===== config.mk =====
export PLATFORM = sky130hd
export DESIGN_NAME = ccz_graph_linear_transform_flat
export DESIGN_NICKNAME = d
export VERILOG_FILES = /design/src/ccz_glt_pkg.sv /design/src/ccz_glt_if.sv /design/src/ccz_graph_linear_transform.sv /design/src/ccz_glt_map.sv /design/src/ccz_glt_table.sv /design/src/flat_wrapper.sv
export SDC_FILE = /design/constraint.sdc
export NUM_CORES = 2
export LEC_CHECK = 0
export BUFFER_PORTS_ARGS = -buffer_cell sky130_fd_sc_hd__buf_4
export CAP_MARGIN = 25
export CORE_AREA = 2 2 600 602
export DETAILED_ROUTE_END_ITERATION = 6
export DIE_AREA = 0 0 602 604
export SLEW_MARGIN = 10
export SYNTH_ARGS = -nofsm -noshare
export SYNTH_HDL_FRONTEND = slang
export SYNTH_SLANG_ARGS = --single-unit

===== constraint.sdc =====
create_clock -name clock -period 16.9 [get_ports clock]
set_input_delay 0.845 -clock clock [delete_from_list [all_inputs] [get_ports clock]]
set_output_delay 0.845 -clock clock [all_outputs]
set_load 0.02 [all_outputs]

===== src/ccz_glt_pkg.sv =====
// ----------------------------------------------------------------------------
// ccz_glt_pkg
// Shared types, constants and helpers of the graph linear transform block.
// ----------------------------------------------------------------------------
package ccz_glt_pkg;

   // S-box width limits
   localparam int IN_MAX  = 8;
   localparam int OUT_MAX = 8;

   // field widths of the channels
   localparam int WIDTH_REG_W = 4;
   localparam int COL_IDX_W   = 4;
   localparam int COL_W       = 16;
   localparam int POINT_W     = 8;
   localparam int RD_IDX_W    = 8;
   localparam int VALUE_W     = 8;

   localparam int COL_COUNT = 1 << COL_IDX_W;

   // table geometry
   localparam int TBL_AW    = IN_MAX;
   localparam int TBL_DEPTH = 1 << TBL_AW;

   // configuration register map
   localparam int CSR_IDX_W = 1;
   localparam logic [CSR_IDX_W-1:0] CSR_IN_BITS  = CSR_IDX_W'(0);
   localparam logic [CSR_IDX_W-1:0] CSR_OUT_BITS = CSR_IDX_W'(1);

   localparam logic [WIDTH_REG_W-1:0] IN_MAX_CODE  = WIDTH_REG_W'(IN_MAX);
   localparam logic [WIDTH_REG_W-1:0] OUT_MAX_CODE = WIDTH_REG_W'(OUT_MAX);
   localparam logic [WIDTH_REG_W-1:0] WIDTH_RESET  = WIDTH_REG_W'(8);

   typedef enum logic [1:0] {
      OP_CLEAR    = 2'd0,
      OP_LOAD_COL = 2'd1,
      OP_INSERT   = 2'd2,
      OP_READ     = 2'd3
   } op_type;

   typedef enum logic [1:0] {
      ST_IDLE,
      ST_EXEC,
      ST_LOAD
   } state_type;

   // column write into the map
   typedef struct packed {
      logic                 load;
      logic [COL_IDX_W-1:0] index;
      logic [COL_W-1:0]     value;
   } col_load_type;

   // command into the table
   typedef struct packed {
      logic               clear;
      logic               insert;
      logic               read;
      logic [TBL_AW-1:0]  addr;
      logic [OUT_MAX-1:0] data;
   } tbl_cmd_type;

   // status out of the table
   typedef struct packed {
      logic [OUT_MAX-1:0] value;
      logic               valid;
      logic               collision;
   } tbl_rsp_type;

   // zero acts as one, above the limit acts as the limit
   function automatic logic [WIDTH_REG_W-1:0] clamp_width(
      input logic [WIDTH_REG_W-1:0] w,
      input logic [WIDTH_REG_W-1:0] maxw
   );
      logic [WIDTH_REG_W-1:0] r;
      r = w;
      if (w == '0) begin
         r = WIDTH_REG_W'(1);
      end else if (w > maxw) begin
         r = maxw;
      end
      return r;
   endfunction

endpackage


===== src/ccz_glt_if.sv =====
// ----------------------------------------------------------------------------
// ccz_glt_req_if / ccz_glt_rsp_if
// Valid/ready channels for request words and response words.
// ----------------------------------------------------------------------------
interface ccz_glt_req_if;
   logic                                valid;
   logic                                ready;
   logic [1:0]                          op;
   logic [ccz_glt_pkg::COL_IDX_W-1:0]   column_index;
   logic [ccz_glt_pkg::COL_W-1:0]       column_value;
   logic [ccz_glt_pkg::POINT_W-1:0]     point_x;
   logic [ccz_glt_pkg::POINT_W-1:0]     point_y;
   logic [ccz_glt_pkg::RD_IDX_W-1:0]    read_index;

   modport source (
      output valid, op, column_index, column_value, point_x, point_y, read_index,
      input  ready
   );
   modport sink (
      input  valid, op, column_index, column_value, point_x, point_y, read_index,
      output ready
   );
endinterface

interface ccz_glt_rsp_if;
   logic                              valid;
   logic                              ready;
   logic [ccz_glt_pkg::VALUE_W-1:0]   entry_value;
   logic                              entry_valid;
   logic                              collision;

   modport source (
      output valid, entry_value, entry_valid, collision,
      input  ready
   );
   modport sink (
      input  valid, entry_value, entry_valid, collision,
      output ready
   );
endinterface


===== src/ccz_graph_linear_transform.sv =====
// ----------------------------------------------------------------------------
// ccz_graph_linear_transform
// Maps graph points of an S-box through a GF(2) linear map into a new table.
// ----------------------------------------------------------------------------
// Usage:
//   req_bus carries one request word: op selects clear, load map column,
//   insert point or read entry. rsp_bus returns exactly one response word
//   per request: entry value and valid for a read (zero otherwise) and the
//   collision flag as it stands after the request.
//   csr_we/csr_index/csr_wdata set in_bits and out_bits (reset 8 each);
//   write them only while no request is in flight.
// Timing:
//   A request is accepted only in IDLE, passes EXEC and then LOAD, and its
//   response is registered on leaving LOAD; the next word is accepted only
//   back in IDLE. The order is set by the execute step plus the registered
//   read of the value memory, which finishes before the next word enters.
// Reset:
//   Synchronous, active high: map columns, fill marks and collision clear;
//   the value memory keeps garbage, read only behind a fill mark.
// Stall:
//   A response held by a low rsp_bus.ready does not block intake: the next
//   word is accepted and executed, then waits until the output frees.
// ----------------------------------------------------------------------------
module ccz_graph_linear_transform (
   input  logic                                   clock,
   input  logic                                   reset,
   ccz_glt_req_if.sink                            req_bus,
   ccz_glt_rsp_if.source                          rsp_bus,
   input  logic                                   csr_we,
   input  logic [ccz_glt_pkg::CSR_IDX_W-1:0]      csr_index,
   input  logic [ccz_glt_pkg::WIDTH_REG_W-1:0]    csr_wdata
);

   // configuration
   logic [ccz_glt_pkg::WIDTH_REG_W-1:0] in_bits_ff;
   logic [ccz_glt_pkg::WIDTH_REG_W-1:0] out_bits_ff;
   logic [ccz_glt_pkg::WIDTH_REG_W-1:0] m_eff;
   logic [ccz_glt_pkg::WIDTH_REG_W-1:0] n_eff;

   // sequencer
   ccz_glt_pkg::state_type state_ff;
   ccz_glt_pkg::state_type state_in;
   logic                   accept;
   logic                   rsp_load;

   // captured request word
   ccz_glt_pkg::op_type                  op_ff;
   logic [ccz_glt_pkg::COL_IDX_W-1:0]    col_idx_ff;
   logic [ccz_glt_pkg::COL_W-1:0]        col_val_ff;
   logic [ccz_glt_pkg::POINT_W-1:0]      x_ff;
   logic [ccz_glt_pkg::POINT_W-1:0]      y_ff;
   logic [ccz_glt_pkg::RD_IDX_W-1:0]     rd_idx_ff;

   // datapath links
   ccz_glt_pkg::col_load_type            col_load;
   ccz_glt_pkg::tbl_cmd_type             tbl_cmd;
   ccz_glt_pkg::tbl_rsp_type             tbl_rsp;
   logic [ccz_glt_pkg::TBL_AW-1:0]       new_x;
   logic [ccz_glt_pkg::OUT_MAX-1:0]      new_y;

   // response register
   logic                                 rsp_valid_ff;
   logic [ccz_glt_pkg::VALUE_W-1:0]      rsp_value_ff;
   logic                                 rsp_entry_valid_ff;
   logic                                 rsp_collision_ff;

   // ---- configuration registers --------------------------------------------
   always_ff @(posedge clock) begin
      if (reset) begin
         in_bits_ff  <= ccz_glt_pkg::WIDTH_RESET;
         out_bits_ff <= ccz_glt_pkg::WIDTH_RESET;
      end else if (csr_we) begin
         unique case (csr_index)
            ccz_glt_pkg::CSR_IN_BITS:  in_bits_ff  <= csr_wdata;
            ccz_glt_pkg::CSR_OUT_BITS: out_bits_ff <= csr_wdata;
            default: ;
         endcase
      end
   end

   // out-of-range widths fold onto the nearest legal value
   assign m_eff = ccz_glt_pkg::clamp_width(in_bits_ff, ccz_glt_pkg::IN_MAX_CODE);
   assign n_eff = ccz_glt_pkg::clamp_width(out_bits_ff, ccz_glt_pkg::OUT_MAX_CODE);

   // ---- request capture -----------------------------------------------------
   assign accept = req_bus.valid && req_bus.ready;

   always_ff @(posedge clock) begin
      if (accept) begin
         op_ff      <= ccz_glt_pkg::op_type'(req_bus.op);
         col_idx_ff <= req_bus.column_index;
         col_val_ff <= req_bus.column_value;
         x_ff       <= req_bus.point_x;
         y_ff       <= req_bus.point_y;
         rd_idx_ff  <= req_bus.read_index;
      end
   end

   // ---- sequencer: next state ------------------------------------------------
   always_comb begin
      state_in = state_ff;
      unique case (state_ff)
         ccz_glt_pkg::ST_IDLE: begin
            if (accept) begin
               state_in = ccz_glt_pkg::ST_EXEC;
            end
         end
         ccz_glt_pkg::ST_EXEC: begin
            state_in = ccz_glt_pkg::ST_LOAD;
         end
         ccz_glt_pkg::ST_LOAD: begin
            if (rsp_load) begin
               state_in = ccz_glt_pkg::ST_IDLE;
            end
         end
         default: state_in = ccz_glt_pkg::ST_IDLE;
      endcase
   end

   always_ff @(posedge clock) begin
      if (reset) begin
         state_ff <= ccz_glt_pkg::ST_IDLE;
      end else begin
         state_ff <= state_in;
      end
   end

   // ---- sequencer: outputs ---------------------------------------------------
   // EXEC issues the map write or the table command; the table registers its
   // read data for LOAD, which moves it into the response register.
   always_comb begin
      req_bus.ready = 1'b0;
      rsp_load      = 1'b0;
      col_load      = '0;
      tbl_cmd       = '0;
      unique case (state_ff)
         ccz_glt_pkg::ST_IDLE: begin
            req_bus.ready = 1'b1;
         end
         ccz_glt_pkg::ST_EXEC: begin
            unique case (op_ff)
               ccz_glt_pkg::OP_CLEAR: begin
                  tbl_cmd.clear = 1'b1;
               end
               ccz_glt_pkg::OP_LOAD_COL: begin
                  col_load.load  = 1'b1;
                  col_load.index = col_idx_ff;
                  col_load.value = col_val_ff;
               end
               ccz_glt_pkg::OP_INSERT: begin
                  tbl_cmd.insert = 1'b1;
                  tbl_cmd.addr   = new_x;
                  tbl_cmd.data   = new_y;
               end
               ccz_glt_pkg::OP_READ: begin
                  tbl_cmd.read = 1'b1;
                  tbl_cmd.addr = ccz_glt_pkg::TBL_AW'(rd_idx_ff);
               end
               default: ;
            endcase
         end
         ccz_glt_pkg::ST_LOAD: begin
            rsp_load = !rsp_valid_ff || rsp_bus.ready;
         end
         default: ;
      endcase
   end

   // ---- datapath --------------------------------------------------------------
   ccz_glt_map u_map (
      .clock    (clock),
      .reset    (reset),
      .col_load (col_load),
      .point_x  (x_ff),
      .point_y  (y_ff),
      .m_eff    (m_eff),
      .n_eff    (n_eff),
      .new_x    (new_x),
      .new_y    (new_y)
   );

   ccz_glt_table u_table (
      .clock (clock),
      .reset (reset),
      .cmd   (tbl_cmd),
      .rsp   (tbl_rsp)
   );

   // ---- response register -------------------------------------------------------
   always_ff @(posedge clock) begin
      if (reset) begin
         rsp_valid_ff <= 1'b0;
      end else if (rsp_load) begin
         rsp_valid_ff <= 1'b1;
      end else if (rsp_bus.ready) begin
         rsp_valid_ff <= 1'b0;
      end
   end

   // entry fields only count for a read; drop them for every other op
   always_ff @(posedge clock) begin
      if (rsp_load) begin
         if (op_ff == ccz_glt_pkg::OP_READ) begin
            rsp_value_ff       <= ccz_glt_pkg::VALUE_W'(tbl_rsp.value);
            rsp_entry_valid_ff <= tbl_rsp.valid;
         end else begin
            rsp_value_ff       <= '0;
            rsp_entry_valid_ff <= 1'b0;
         end
         rsp_collision_ff <= tbl_rsp.collision;
      end
   end

   assign rsp_bus.valid       = rsp_valid_ff;
   assign rsp_bus.entry_value = rsp_value_ff;
   assign rsp_bus.entry_valid = rsp_entry_valid_ff;
   assign rsp_bus.collision   = rsp_collision_ff;

   // ---- checks ---------------------------------------------------------------------
   a_accept_exec: assert property (@(posedge clock) disable iff (reset)
      accept |=> (state_ff == ccz_glt_pkg::ST_EXEC))
      else $error("accepted word did not enter execute");

   a_load_only: assert property (@(posedge clock) disable iff (reset)
      $rose(rsp_valid_ff) |-> ($past(state_ff) == ccz_glt_pkg::ST_LOAD))
      else $error("response raised outside the load step");

   a_non_read_zero: assert property (@(posedge clock) disable iff (reset)
      (rsp_load && op_ff != ccz_glt_pkg::OP_READ)
         |=> (rsp_value_ff == '0 && !rsp_entry_valid_ff))
      else $error("entry fields set for an op other than read");

endmodule


===== src/ccz_glt_map.sv =====
// ----------------------------------------------------------------------------
// ccz_glt_map
// Column register file of the GF(2) map and the product of a packed point.
// ----------------------------------------------------------------------------
module ccz_glt_map (
   input  logic                                     clock,
   input  logic                                     reset,
   input  ccz_glt_pkg::col_load_type                col_load,
   input  logic [ccz_glt_pkg::POINT_W-1:0]          point_x,
   input  logic [ccz_glt_pkg::POINT_W-1:0]          point_y,
   input  logic [ccz_glt_pkg::WIDTH_REG_W-1:0]      m_eff,
   input  logic [ccz_glt_pkg::WIDTH_REG_W-1:0]      n_eff,
   output logic [ccz_glt_pkg::TBL_AW-1:0]           new_x,
   output logic [ccz_glt_pkg::OUT_MAX-1:0]          new_y
);

   logic [ccz_glt_pkg::COL_W-1:0]     cols_ff [ccz_glt_pkg::COL_COUNT];
   logic [ccz_glt_pkg::IN_MAX-1:0]    mask_m;
   logic [ccz_glt_pkg::OUT_MAX-1:0]   mask_n;
   logic [ccz_glt_pkg::COL_W-1:0]     word;
   logic [ccz_glt_pkg::COL_W-1:0]     prod;
   logic [ccz_glt_pkg::COL_COUNT-1:0] plane [ccz_glt_pkg::COL_W];

   always_ff @(posedge clock) begin
      if (reset) begin
         for (int k = 0; k < ccz_glt_pkg::COL_COUNT; k++) begin
            cols_ff[k] <= '0;
         end
      end else if (col_load.load) begin
         cols_ff[col_load.index] <= col_load.value;
      end
   end

   // low-bit masks of the active widths
   always_comb begin
      for (int i = 0; i < ccz_glt_pkg::IN_MAX; i++) begin
         mask_m[i] = (ccz_glt_pkg::WIDTH_REG_W'(i) < m_eff);
      end
      for (int i = 0; i < ccz_glt_pkg::OUT_MAX; i++) begin
         mask_n[i] = (ccz_glt_pkg::WIDTH_REG_W'(i) < n_eff);
      end
   end

   // pack (x << n) | y, bits beyond the column count drop
   assign word = (ccz_glt_pkg::COL_W'(ccz_glt_pkg::IN_MAX'(point_x) & mask_m) << n_eff)
               | ccz_glt_pkg::COL_W'(ccz_glt_pkg::OUT_MAX'(point_y) & mask_n);

   // each product bit is the parity of the selected column bits
   always_comb begin
      for (int b = 0; b < ccz_glt_pkg::COL_W; b++) begin
         for (int k = 0; k < ccz_glt_pkg::COL_COUNT; k++) begin
            plane[b][k] = word[k] & cols_ff[k][b];
         end
         prod[b] = ^plane[b];
      end
   end

   assign new_x = ccz_glt_pkg::TBL_AW'(prod >> n_eff) & ccz_glt_pkg::TBL_AW'(mask_m);
   assign new_y = ccz_glt_pkg::OUT_MAX'(prod) & mask_n;

endmodule


===== src/ccz_glt_table.sv =====
// ----------------------------------------------------------------------------
// ccz_glt_table
// Value memory of the new S-box with fill marks and the sticky collision flag.
// ----------------------------------------------------------------------------
module ccz_glt_table (
   input  logic                      clock,
   input  logic                      reset,
   input  ccz_glt_pkg::tbl_cmd_type  cmd,
   output ccz_glt_pkg::tbl_rsp_type  rsp
);

   logic [ccz_glt_pkg::OUT_MAX-1:0]   value_mem_ff [ccz_glt_pkg::TBL_DEPTH];
   logic [ccz_glt_pkg::TBL_DEPTH-1:0] marks_ff;
   logic [ccz_glt_pkg::TBL_DEPTH-1:0] marks_in;
   logic                              collision_ff;
   logic                              collision_in;
   logic [ccz_glt_pkg::OUT_MAX-1:0]   rd_data_ff;
   logic                              rd_mark_ff;
   logic                              wr_en;

   // first write to a slot wins, later ones only raise the flag
   assign wr_en = cmd.insert && !cmd.clear && !marks_ff[cmd.addr];

   always_comb begin
      marks_in     = marks_ff;
      collision_in = collision_ff;
      priority if (cmd.clear) begin
         marks_in     = '0;
         collision_in = 1'b0;
      end else if (cmd.insert) begin
         if (marks_ff[cmd.addr]) begin
            collision_in = 1'b1;
         end else begin
            marks_in[cmd.addr] = 1'b1;
         end
      end
   end

   always_ff @(posedge clock) begin
      if (reset) begin
         marks_ff     <= '0;
         collision_ff <= 1'b0;
      end else begin
         marks_ff     <= marks_in;
         collision_ff <= collision_in;
      end
   end

   always_ff @(posedge clock) begin
      if (wr_en) begin
         value_mem_ff[cmd.addr] <= cmd.data;
      end
   end

   always_ff @(posedge clock) begin
      if (cmd.read) begin
         rd_data_ff <= value_mem_ff[cmd.addr];
         rd_mark_ff <= marks_ff[cmd.addr];
      end
   end

   assign rsp.value     = rd_mark_ff ? rd_data_ff : '0;
   assign rsp.valid     = rd_mark_ff;
   assign rsp.collision = collision_ff;

   a_collision_sets: assert property (@(posedge clock) disable iff (reset)
      (cmd.insert && !cmd.clear && marks_ff[cmd.addr]) |=> collision_ff)
      else $error("insert into a filled slot did not raise collision");

   a_clear_empties: assert property (@(posedge clock) disable iff (reset)
      cmd.clear |=> (marks_ff == '0 && !collision_ff))
      else $error("clear left marks or collision set");

endmodule


===== src/flat_wrapper.sv =====
// flat-port wrapper written by rule: the top's interface ports become plain ports
module ccz_graph_linear_transform_flat 
  (clock, reset, csr_we, csr_index, csr_wdata, req_bus_valid, req_bus_op, req_bus_column_index, req_bus_column_value, req_bus_point_x, req_bus_point_y, req_bus_read_index, req_bus_ready, rsp_bus_valid, rsp_bus_entry_value, rsp_bus_entry_valid, rsp_bus_collision, rsp_bus_ready);
  ccz_glt_req_if req_bus_i ();
  ccz_glt_rsp_if rsp_bus_i ();
  input  logic clock;
  input  logic reset;
  input  logic csr_we;
  input  logic [ccz_glt_pkg::CSR_IDX_W-1:0] csr_index;
  input  logic [ccz_glt_pkg::WIDTH_REG_W-1:0] csr_wdata;
  input wire logic [$bits(req_bus_i.valid)-1:0] req_bus_valid;
  input wire logic [$bits(req_bus_i.op)-1:0] req_bus_op;
  input wire logic [$bits(req_bus_i.column_index)-1:0] req_bus_column_index;
  input wire logic [$bits(req_bus_i.column_value)-1:0] req_bus_column_value;
  input wire logic [$bits(req_bus_i.point_x)-1:0] req_bus_point_x;
  input wire logic [$bits(req_bus_i.point_y)-1:0] req_bus_point_y;
  input wire logic [$bits(req_bus_i.read_index)-1:0] req_bus_read_index;
  output wire logic [$bits(req_bus_i.ready)-1:0] req_bus_ready;
  output wire logic [$bits(rsp_bus_i.valid)-1:0] rsp_bus_valid;
  output wire logic [$bits(rsp_bus_i.entry_value)-1:0] rsp_bus_entry_value;
  output wire logic [$bits(rsp_bus_i.entry_valid)-1:0] rsp_bus_entry_valid;
  output wire logic [$bits(rsp_bus_i.collision)-1:0] rsp_bus_collision;
  input wire logic [$bits(rsp_bus_i.ready)-1:0] rsp_bus_ready;
  assign req_bus_i.valid = req_bus_valid;
  assign req_bus_i.op = req_bus_op;
  assign req_bus_i.column_index = req_bus_column_index;
  assign req_bus_i.column_value = req_bus_column_value;
  assign req_bus_i.point_x = req_bus_point_x;
  assign req_bus_i.point_y = req_bus_point_y;
  assign req_bus_i.read_index = req_bus_read_index;
  assign req_bus_ready = req_bus_i.ready;
  assign rsp_bus_valid = rsp_bus_i.valid;
  assign rsp_bus_entry_value = rsp_bus_i.entry_value;
  assign rsp_bus_entry_valid = rsp_bus_i.entry_valid;
  assign rsp_bus_collision = rsp_bus_i.collision;
  assign rsp_bus_i.ready = rsp_bus_ready;
  ccz_graph_linear_transform u_core (.clock(clock), .reset(reset), .req_bus(req_bus_i), .rsp_bus(rsp_bus_i), .csr_we(csr_we), .csr_index(csr_index), .csr_wdata(csr_wdata));
endmodule

==> flow_metrics.tcl <==
set metrics [dict create \
    ys_warn_count 0 \
    worstMarginPinSlew_ns 1.17 \
    nets 8872 \
    crit_buf_inv 5 \
    gr-total-overflow 0 \
    critPathMaxStageDelay_ns 0.90 \
    clkLatencyLatePin_ns 0.88 \
    yosysTopAreaCell "edfxtp_1" \
    clkSlewWorstSetupHoldPaths_ns 0.06 \
    design.die.area_um2 364000 \
    dp_slack_ns 6.03 \
    first_pass_iters 7 \
    powerDensity_nw_per_um2 113 \
    ir_drop_mv 0.0647 \
    ys.flop_type "edfxtp_1" \
    core_area_um2 358000 \
    whs_endpoint "u_core.col_idx_ff[0]" \
    wl_per_cell_um 24.4 \
    syn-cell-area_um2 110000 \
    drcViolationCount 3 \
    rr_worst_depth 21 \
    regArea_um2 76500 \
    syn_inst 8901 \
    rsz0062_at_grt "no" \
    mostFrequentLayoutCells "nand2_1 (2448), edfxtp_1 (2369), nand3_1 (716)" \
    vias 74100 \
    grt_antenna_before_repair 18 \
    cts_buffers 274 \
    wirelength_um 337000 \
    viasPerCell 5.37 \
    grt_max_degree 172 \
    grt_usage_pct 17.8 \
    end_kind "flip-flop" \
    dp_hpwl_um 202000 \
    hold_start "req_bus_column_index[0]" \
    fin_worst_hold_slack_ns 0.160 \
    path_cells "buf_4 -> nand2b_1 -> nand2_1 -> a21oi_1 -> or3_1 -> nand2_1 -> xor3_1 -> xnor3_1 -> a32oi_1 -> and3_2 -> a21o_4 -> buf_12 -> buf_4 -> a221oi_1 -> nor4_1 -> o22ai_1 -> nor4_4 -> nand3_4 -> buf_4 -> buf_4 -> nor3_1" \
    root_buffer "clkbuf_16" \
    synth_cell_type_count 95 \
    clock-sinks 2637 \
    post-cts-setup-buffers 0 \
    htreeDepth 5 \
    grt_pass1_vias 70500 \
    setup_slack_ns 5.94 \
    finalHoldViolations 0 \
    cts_tree "yes" \
    finalWeightedCongestion 0.901 \
    hold_path.class "in -> reg" \
    io_pins 68 \
    status "complete, but fails checks" \
    final_layout_size_suffix_gt1_share_pct 9.19 \
    critPathTopFamily "simple AND/OR/NAND/NOR gates" \
    synth_area_leaders "edfxtp_1 (64%), nand2_1 (8.4%), dfxtp_1 (4.9%)" \
    finalSetupViolations 0 \
    syn_nets 8957 \
    grt_first_pass_wirelength_um 486000 \
    cts_buffer_depth 4 \
    rows 220 \
    cts_hold_buffers 0 \
    rrSetupSlack_ns 5.94 \
    initial_utilization_pct 30.9 \
    fmax_ghz 0.0913 \
    cp-start-kind "flip-flop" \
    drtIter0Drc 9752 \
    cpMostUsedCell "buf_4" \
    cts_resized 0 \
    period_minus_slack_ns 10.96 \
    maxSlewViolCount 0 \
    flow.area_growth_from_synthesis_pct 12.6 \
    period_share_pct 64.8 \
    cp.arrival_ns 11.39 \
    multi_input_area_um2 30600 \
    power_mw 14.0 \
    async_flop_share_pct 0 \
    reg2reg_from "u_core.out_bits_ff[3]" \
    portBuffers 67 \
    dieWidth_um 602 \
    synth_seq_cells 2637 \
    fin_tns_setup_ns 0 \
    max_cap_viol_count 0 \
    ant_nets 0 \
    die_h_um 604 \
    dp_cells 13200 \
    min_path_cells 1 \
    nFillCells 34400 \
    crit_slowest_cell "nor3_1" \
    worstSetupPathType "reg -> reg" \
    final_common_cell "nand2_1" \
    failed_checks "design-rule violations" \
    synth_top_area_share_pct 64.5 \
    synth_area_per_cell_um2 12.4 \
    worst_r2r_endpoint "u_core.u_table.value_mem_ff[255][6]" \
    p_leak_nw 40.6 \
    ys_seq_area_share_pct 69.3 \
    slew_headroom_pct 21.3 \
    fin_cells 13800 \
    crit_path_max_fanout 171 \
    fin_skew_ns 0.0750 \
    synth_edf_count 2369 \
    worstPathRequired_ns 17.33 \
]
layer usage:
layer	vias up	global-route usage, %	wire (um)	share of wire [%]
met4	4	7.27	14400	4.3
met5	-	0	29	0.0086
met1	37200	23.8	134000	40
met3	666	3.33	31700	9.4
met2	3788	28.5	156000	46
li1	32400	-	-	-
logic make-up (layout without fill, tap and decap cells):
logic type,after synthesis,in the layout,synth area share (%)
mux,174,174,1.95
xor+xnor,161,161,2.27
compound gates,1083,1083,7.36
other cells,0,13,0
simple gates,4116,4116,15.9
flops,2637,2637,69.3
buf+inv,730,853,3.20
worst max-delay path by stage:
stage               cells past startpoint                   from                             endpoint
floorplan                               9  u_core.out_bits_ff[0]    u_core.u_table.value_mem_ff[0][4]
global placement                       21  u_core.out_bits_ff[3]  u_core.u_table.value_mem_ff[244][0]
detailed placement                     21  u_core.out_bits_ff[3]  u_core.u_table.value_mem_ff[196][6]
CTS                                    21  u_core.out_bits_ff[3]  u_core.u_table.value_mem_ff[196][6]
global route                           22  u_core.out_bits_ff[3]  u_core.u_table.value_mem_ff[255][6]
finish                                 21  u_core.out_bits_ff[3]  u_core.u_table.value_mem_ff[255][6]
power breakdown:
group	internal [mW]	switching (mW)	leakage [nW]
logic	0.348	0.778	16.1
registers	7.11	0.0188	20.4
clock network	3.24	2.54	4.12
worst reg2reg max path: cells and delay by family (launching register included):
family,cells,cell delay (ns)
AOI/OAI and AO/OA,5,1.87
xor gates and xnor gates,2,0.93
buffers and inverters,5,3.08
DFF,1,0.31
and+or+nand+nor,9,4.37
area by class of cell:
cell class              count  share of cell area, %
diodes                     13                 0.0262
flip-flops and latches   2637                   61.6
clock buffers             349                   5.95
multi-input cells        5534                   24.6
well taps                4773                   4.81
clock inverters           135                  0.835
inverters                  36                  0.109
repair buffers            333                   2.11
registers in the layout (all words and copies together) (netlist names), 2 cells and up:
name	count
u_core.u_table.value_mem_ff	2048
u_core.u_map.cols_ff	256
u_core.u_table.marks_ff	256
u_core.col_val_ff	16
u_core.rd_idx_ff	8
u_core.rsp_bus.entry_value	8
u_core.u_table.rd_data_ff	8
u_core.x_ff	8
u_core.y_ff	8
u_core.col_idx_ff	4
u_core.in_bits_ff	4
u_core.out_bits_ff	4
u_core.op_ff	2
u_core.state_ff	2
Yosys cell counts (19+ instances only):
cell type and n:
a211o_1 28, a211oi_1 84, a21oi_1 74, a221oi_1 30, a311o_1 35, a311oi_1 315, a31oi_1 61, and2_1 19
and3_1 208, buf_1 29, buf_2 296, buf_4 67, buf_6 22, clkbuf_1 279, dfxtp_1 268, edfxtp_1 2369
inv_1 35, mux2i_1 133, mux4_2 32, nand2_1 2458, nand2b_1 26, nand3_1 718, nand4_1 31, nor2_1 442
nor3_1 126, o211ai_1 21, o21ai_0 176, o21ai_1 20, o31ai_1 121, xnor2_1 64, xnor3_1 71
metrics by stage:
stage | area, um2 | util, %
5_1_grt | 124000 | 34.8
3_3_place_gp | 115000 | 32.2
4_1_cts | 124000 | 34.6
6_report | 124000 | 34.8
3_5_place_dp | 115000 | 32.3
2_1_floorplan | 110000 | -
Power figures use the tool's default switching activity.
